<file path="config.mk">
export PLATFORM = sky130hd
export DESIGN_NAME = l2l4p_in_stage_flat
export DESIGN_NICKNAME = d
export VERILOG_FILES = /design/src/rtl/l2l4p_req_if.sv /design/src/rtl/l2l4p_in_stage.sv /design/src/flat_wrapper.sv
export SDC_FILE = /design/constraint.sdc
export NUM_CORES = 1
export LEC_CHECK = 0
export BUFFER_PORTS_ARGS = -buffer_cell sky130_fd_sc_hd__buf_2
export CAP_MARGIN = 20
export CORE_AREA = 5 5 42 44
export CTS_CLUSTER_SIZE = 40
export DETAILED_ROUTE_END_ITERATION = 10
export DIE_AREA = 0 0 47 49
export PLACE_DENSITY = 0.6
export SETUP_SLACK_MARGIN = 0.3
export SYNTH_ARGS = -nofsm -noshare
export SYNTH_HDL_FRONTEND = slang
export SYNTH_SLANG_ARGS = --single-unit
</file>
<file path="constraint.sdc">
create_clock -name clock -period 0.9 [get_ports clock]
set_input_delay 0 -clock clock [delete_from_list [all_inputs] [get_ports clock]]
set_output_delay 0 -clock clock [all_outputs]
set_load 0.01 [all_outputs]
</file>
<file path="src/rtl/l2l4p_req_if.sv">
`timescale 1ns / 1ps
// ----------------------------------------------------------------------------
// l2l4p_req_if: frame byte request channel
// One frame byte per request, with a flag on the final byte.
// ----------------------------------------------------------------------------
interface l2l4p_req_if;
   logic       valid;
   logic       ready;
   logic [7:0] data_byte;
   logic       last_byte;

   modport source (output valid, output data_byte, output last_byte, input ready);
   modport sink   (input valid, input data_byte, input last_byte, output ready);
endinterface

</file>
<file path="src/rtl/l2l4p_in_stage.sv">
`timescale 1ns / 1ps
// ----------------------------------------------------------------------------
// l2l4p_in_stage: input register
// Holds one frame byte; refills in the cycle it is consumed.
// ----------------------------------------------------------------------------
module l2l4p_in_stage (
   input  logic          clock,
   input  logic          reset,
   l2l4p_req_if.sink     req_ch,
   input  logic          take,
   output logic          stg_valid,
   output logic [7:0]    stg_data,
   output logic          stg_last
);

   logic       vld_ff, vld_in;
   logic [7:0] data_ff;
   logic       last_ff;
   logic       load;

   assign req_ch.ready = !vld_ff || take;
   assign load         = req_ch.valid && req_ch.ready;
   assign vld_in       = load ? 1'b1 : (take ? 1'b0 : vld_ff);

   always_ff @(posedge clock) begin
      if (reset) begin
         vld_ff <= 1'b0;
      end else begin
         vld_ff <= vld_in;
      end
   end

   always_ff @(posedge clock) begin
      if (load) begin
         data_ff <= req_ch.data_byte;
         last_ff <= req_ch.last_byte;
      end
   end

   assign stg_valid = vld_ff;
   assign stg_data  = data_ff;
   assign stg_last  = last_ff;

endmodule

</file>
<file path="src/flat_wrapper.sv">
// flat-port wrapper written by rule: the top's interface ports become plain ports
module l2l4p_in_stage_flat 
  (clock, reset, take, stg_valid, stg_data, stg_last, req_ch_valid, req_ch_data_byte, req_ch_last_byte, req_ch_ready);
  l2l4p_req_if req_ch_i ();
  input  logic clock;
  input  logic reset;
  input  logic take;
  output logic stg_valid;
  output logic [7:0] stg_data;
  output logic stg_last;
  input wire logic [$bits(req_ch_i.valid)-1:0] req_ch_valid;
  input wire logic [$bits(req_ch_i.data_byte)-1:0] req_ch_data_byte;
  input wire logic [$bits(req_ch_i.last_byte)-1:0] req_ch_last_byte;
  output wire logic [$bits(req_ch_i.ready)-1:0] req_ch_ready;
  assign req_ch_i.valid = req_ch_valid;
  assign req_ch_i.data_byte = req_ch_data_byte;
  assign req_ch_i.last_byte = req_ch_last_byte;
  assign req_ch_ready = req_ch_i.ready;
  l2l4p_in_stage u_core (.clock(clock), .reset(reset), .req_ch(req_ch_i), .take(take), .stg_valid(stg_valid), .stg_data(stg_data), .stg_last(stg_last));
endmodule
</file>
======== Yosys cells after proc, flatten, opt, wreduce, memory -nomap -nowiden ========
Cells that the tools add are included.
storage, ports and cells
  latch bits .............................. 0
  bits in writable memories ............... 0
  memories ................................ 0
  output and inout bits ................... 11
  bits of input ports ..................... 13
  logic and storage cells ................. 9
  ROM bits ................................ 0
  bits in registers ....................... 10
cells by class
  equal/unequal tests ..................... 0
  multipliers ............................. 0
  bitwise gates (word level) .............. 0
  shift operators ......................... 0
  $lt $le $gt $ge ......................... 0
  reductions and logical operators ........ 4
  add/subtract/negate cells ............... 0
  divide/modulo/power cells ............... 0
  muxes and demuxes ....................... 2
operator list
  kind                 number
  $mux W1              2
  $reduce_bool A2 Y1   1
  $logic_and A1 B1 Y1  1
  $logic_not A1 Y1     1
  $logic_or A1 B1 Y1   1

======== Depth between registers and ports, before layout ========
  depth in word-level cells ............... 4
  gate-level depth with buffers ........... 2
  mapped depth without buffers ............ 2

======== Worst setup path after synthesis ========
No wires, ideal clock.
  path type ............................... register -> register
  start point ............................. register u_core.vld_ff, in the netlist u_core.stg_valid
  end point ............................... register u_core.data_ff[0], in the netlist u_core.stg_data[0] (enable)
  data required time ...................... 599 ps
  period minus slack after synthesis ...... 941 ps
  setup slack ............................. -41 ps
  arrival ................................. 640 ps
  cell stages (with the launch flop) ...... 3
  setup time .............................. 301 ps
  buffers on the path ..................... 0
  path through ............................ dfxtp_1 -> nand2b_4 -> and2_4
between the ends
  longest elaborated chain between the ends .. 3
RTL lines
  item                      RTL line              text
  start: declaration        l2l4p_in_stage.sv:16  logic vld_ff, vld_in;
  start signal: assignment  l2l4p_in_stage.sv:29  vld_ff <= vld_in;
  $logic_not A1 Y1          l2l4p_in_stage.sv:21  assign req_ch.ready = !vld_ff || take;
  $logic_or A1 B1 Y1        l2l4p_in_stage.sv:21
  net req_ch_ready          flat_wrapper.sv:14    output wire logic [$bits(req_ch_i.ready)-1:0] req_ch_ready;
  $logic_and A1 B1 Y1       l2l4p_in_stage.sv:22  assign load = req_ch.valid && req_ch.ready;
  net u_core.load           l2l4p_in_stage.sv:19  logic load;
  end signal: assignment    l2l4p_in_stage.sv:35  data_ff <= req_ch.data_byte;
  end: declaration          l2l4p_in_stage.sv:17  logic [7:0] data_ff;
The timed path passes the listed nets, and every way through them passes these cells.
A chain may end at the register's enable or synchronous reset.

======== Worst setup path after layout ========
  start point ............................. register u_core.vld_ff, in the netlist u_core.stg_valid
  end point ............................... register u_core.data_ff[4], in the netlist u_core.stg_data[4] (enable)
between the ends
  longest elaborated chain between the ends .. 3
RTL lines
  item                 RTL line
  $logic_not A1 Y1     l2l4p_in_stage.sv:21
  $logic_or A1 B1 Y1   l2l4p_in_stage.sv:21
  $logic_and A1 B1 Y1  l2l4p_in_stage.sv:22
  net u_core.load      l2l4p_in_stage.sv:19
The timed path passes the listed nets, and every way through them passes these cells.

==> flow_summary.yaml <==
grt:
  track_usage: 0.06272
  met2_usage: 0.09955
  antenna_found_initial: 0
  top_usage_layer: "met2"
  grt_pass1_wl_um: 966
  use_met3: 0.04428
  gr-usage-met1: 0.05251
  grt_pass1_vias: 245
  grt-ovfl-total: 0
  grt_max_degree: 10
logic_synthesis:
  ys_ff_latch: 10
  ys_types: 6
  synth_top_area_cell: "edfxtp_1"
  yosysSeqAreaShare: 0.8923
  yosysTopAreaCellShare: 0.8308
  synthTopCellsByArea: "edfxtp_1, dfxtp_1, nand2b_4"
  avgSynthCellArea_um2: 23.24
  syn_nets: 27
  synthCells: 14
  yosys_warnings: 0
  synth_area_um2: 325.3
hold_path:
  hold_path_class: "primary input to flop"
  hold_depth: 1
cells_and_area:
  area_growth_pct: 58.46
  multi_input_area_um2: 31.28
  drive_gt1_frac: 0.7209
  regArea_um2: 291.5
  fill_cells: 158
  fin_cells: 59
  final_cell_mix: "buf_2, edfxtp_1, clkbuf_4, buf_6"
  mostFrequentLayoutCell: "buf_2"
  diodes: 0
  layout.nets: 57
clock_tree:
  insertion_delay_ns: 0.26
  postCtsSetupRepairBufs: 0
  cts_tree: "built"
  postCtsHoldBufs: 1
  clk_pin_slew_worst_paths_ns: 0.06
  cts_made_buffers: 3
  cts.sinks: 10
  cts_max_level: 1
  clk_path_buf_depth: 2
  cts_root_buffer: "clkbuf_4"
placement:
  port-buffer-count: 23
  pre_cts_ws_ns: 0.01331
  dp.cells: 54
  gp_congestion: 0.5775
sta:
  finalHoldViolations: 10
  max_freq_ghz: 1.119
  setup-violations-final: 0
  timing.final.crit_share: 0.9927
  fin_hold_ws_ns: -0.08474
  skew_ns: 0.007479
  rsz0062_at_grt: "yes"
  slew_headroom: 0.9166
  tightest_slew_ns: 0.1250
  fin_ws_ns: 0.006570
  period_needed_ns: 0.8934
  slew_viol_final: 0
power_and_ir_drop:
  power_leakage_nw: 0.2330
  powerDensity_nw_per_um2: 1847
  peakVddDrop_v: 0.0006332
floorplanning:
  start_util: 0.2321
  die_width_um: 47
  ios: 24
  rows: 14
  coreArea_um2: 1401
  dieArea_um2: 2303
  dieHeight_um: 49
run_status:
  violations: "hold timing"
  outcome: "complete, but fails checks"
worst_setup_path:
  start_kind: "flop"
  r2r_cells: 2
  critical_path_class: "flop to flop"
  required_ns: 0.86
  critical_path_arrival_ns: 0.85
  endpoint_kind: "flop"
  cp_max_fo: 9
routing:
  drtIter0Drc: 0
  wl_per_cell_um: 10.69
  vias: 217
  routed_wirelength_um: 631
  antenna_left: 0
  drc: 0
  first_pass_iters: 1
  post_drt_via_cell_ratio: 3.678
job:
  max_cap_violations: 0
## final cells by class
cell class / instances / area share
clock buffers: 4 / 0.05097
inverters: 1 / 0.007282
multi-input cells: 3 / 0.06068
flip-flops and latches: 10 / 0.5655
well taps: 16 / 0.03883
repair buffers: 25 / 0.2767
## report_power, final
part	internal (W)	switching, W
registers	0.000538	0.00000736
logic	0.0000544	0.0000463
clock network	0.000170	0.000135
total	0.000763	0.000189
## critical path, cell delays in order (launching register included)
cell,delay [ns]
dfxtp_2,0.33
nand2b_4,0.07
and2_4,0.20
## state kept, by name, indices dropped and copies added, names as in the netlist
signal and flops:
u_core.stg_valid 1, u_core.stg_data 8, u_core.stg_last 1
## cells by family after synthesis
logic type,after synthesis,share of synthesized area
buf+inv,1,0.01153
simple gates,2,0.06923
compound gates,1,0.02693
flops,10,0.8923
## layer usage
layer,up-vias,share of wire,wire length [um]
met3,0,0.18,112
li1,109,-,-
met1,93,0.30,190
met4,0,0,0
met5,-,0,0
met2,15,0.52,328
## path summary, 6_finish.rpt
path | start | end | slack, ns
setup / recovery | u_core.stg_valid | u_core.stg_data[4] | 0.007
hold / removal | req_ch_data_byte[2] | u_core.stg_data[2] | -0.08
setup reg to reg | u_core.stg_valid | u_core.stg_data[4] | 0.007
hold reg to reg | u_core.stg_valid | u_core.stg_valid | 0.56
## Yosys cell counts
cell,n
and2_4,1
nand2b_4,1
inv_1,1
dfxtp_1,1
edfxtp_1,9
a21oi_2,1
## through the flow
stage	util	area, um^2	TNS (ns)	total power, W
3_3_place_gp	0.3348	469.2	0	0.0006491
4_1_cts	0.3679	515.5	-0.0005532	0.0009742
5_1_grt	0.3679	515.5	-0.1310	0.001004
2_1_floorplan	-	326.6	-0.09372	0.0005928
6_report	0.3679	515.5	0	0.0009519
3_5_place_dp	0.3348	469.2	0	0.0006510
## what timing repair did
action / 4_1_cts / 5_1_grt
endpoints found under the hold margin: 10 / 9
cloned: 0 / 0
resized for setup: 2 / 0
endpoints found under the setup margin: 21 / 21
pin swaps: 1 / 0
Note: power is estimated with default switching activity, not from simulation.
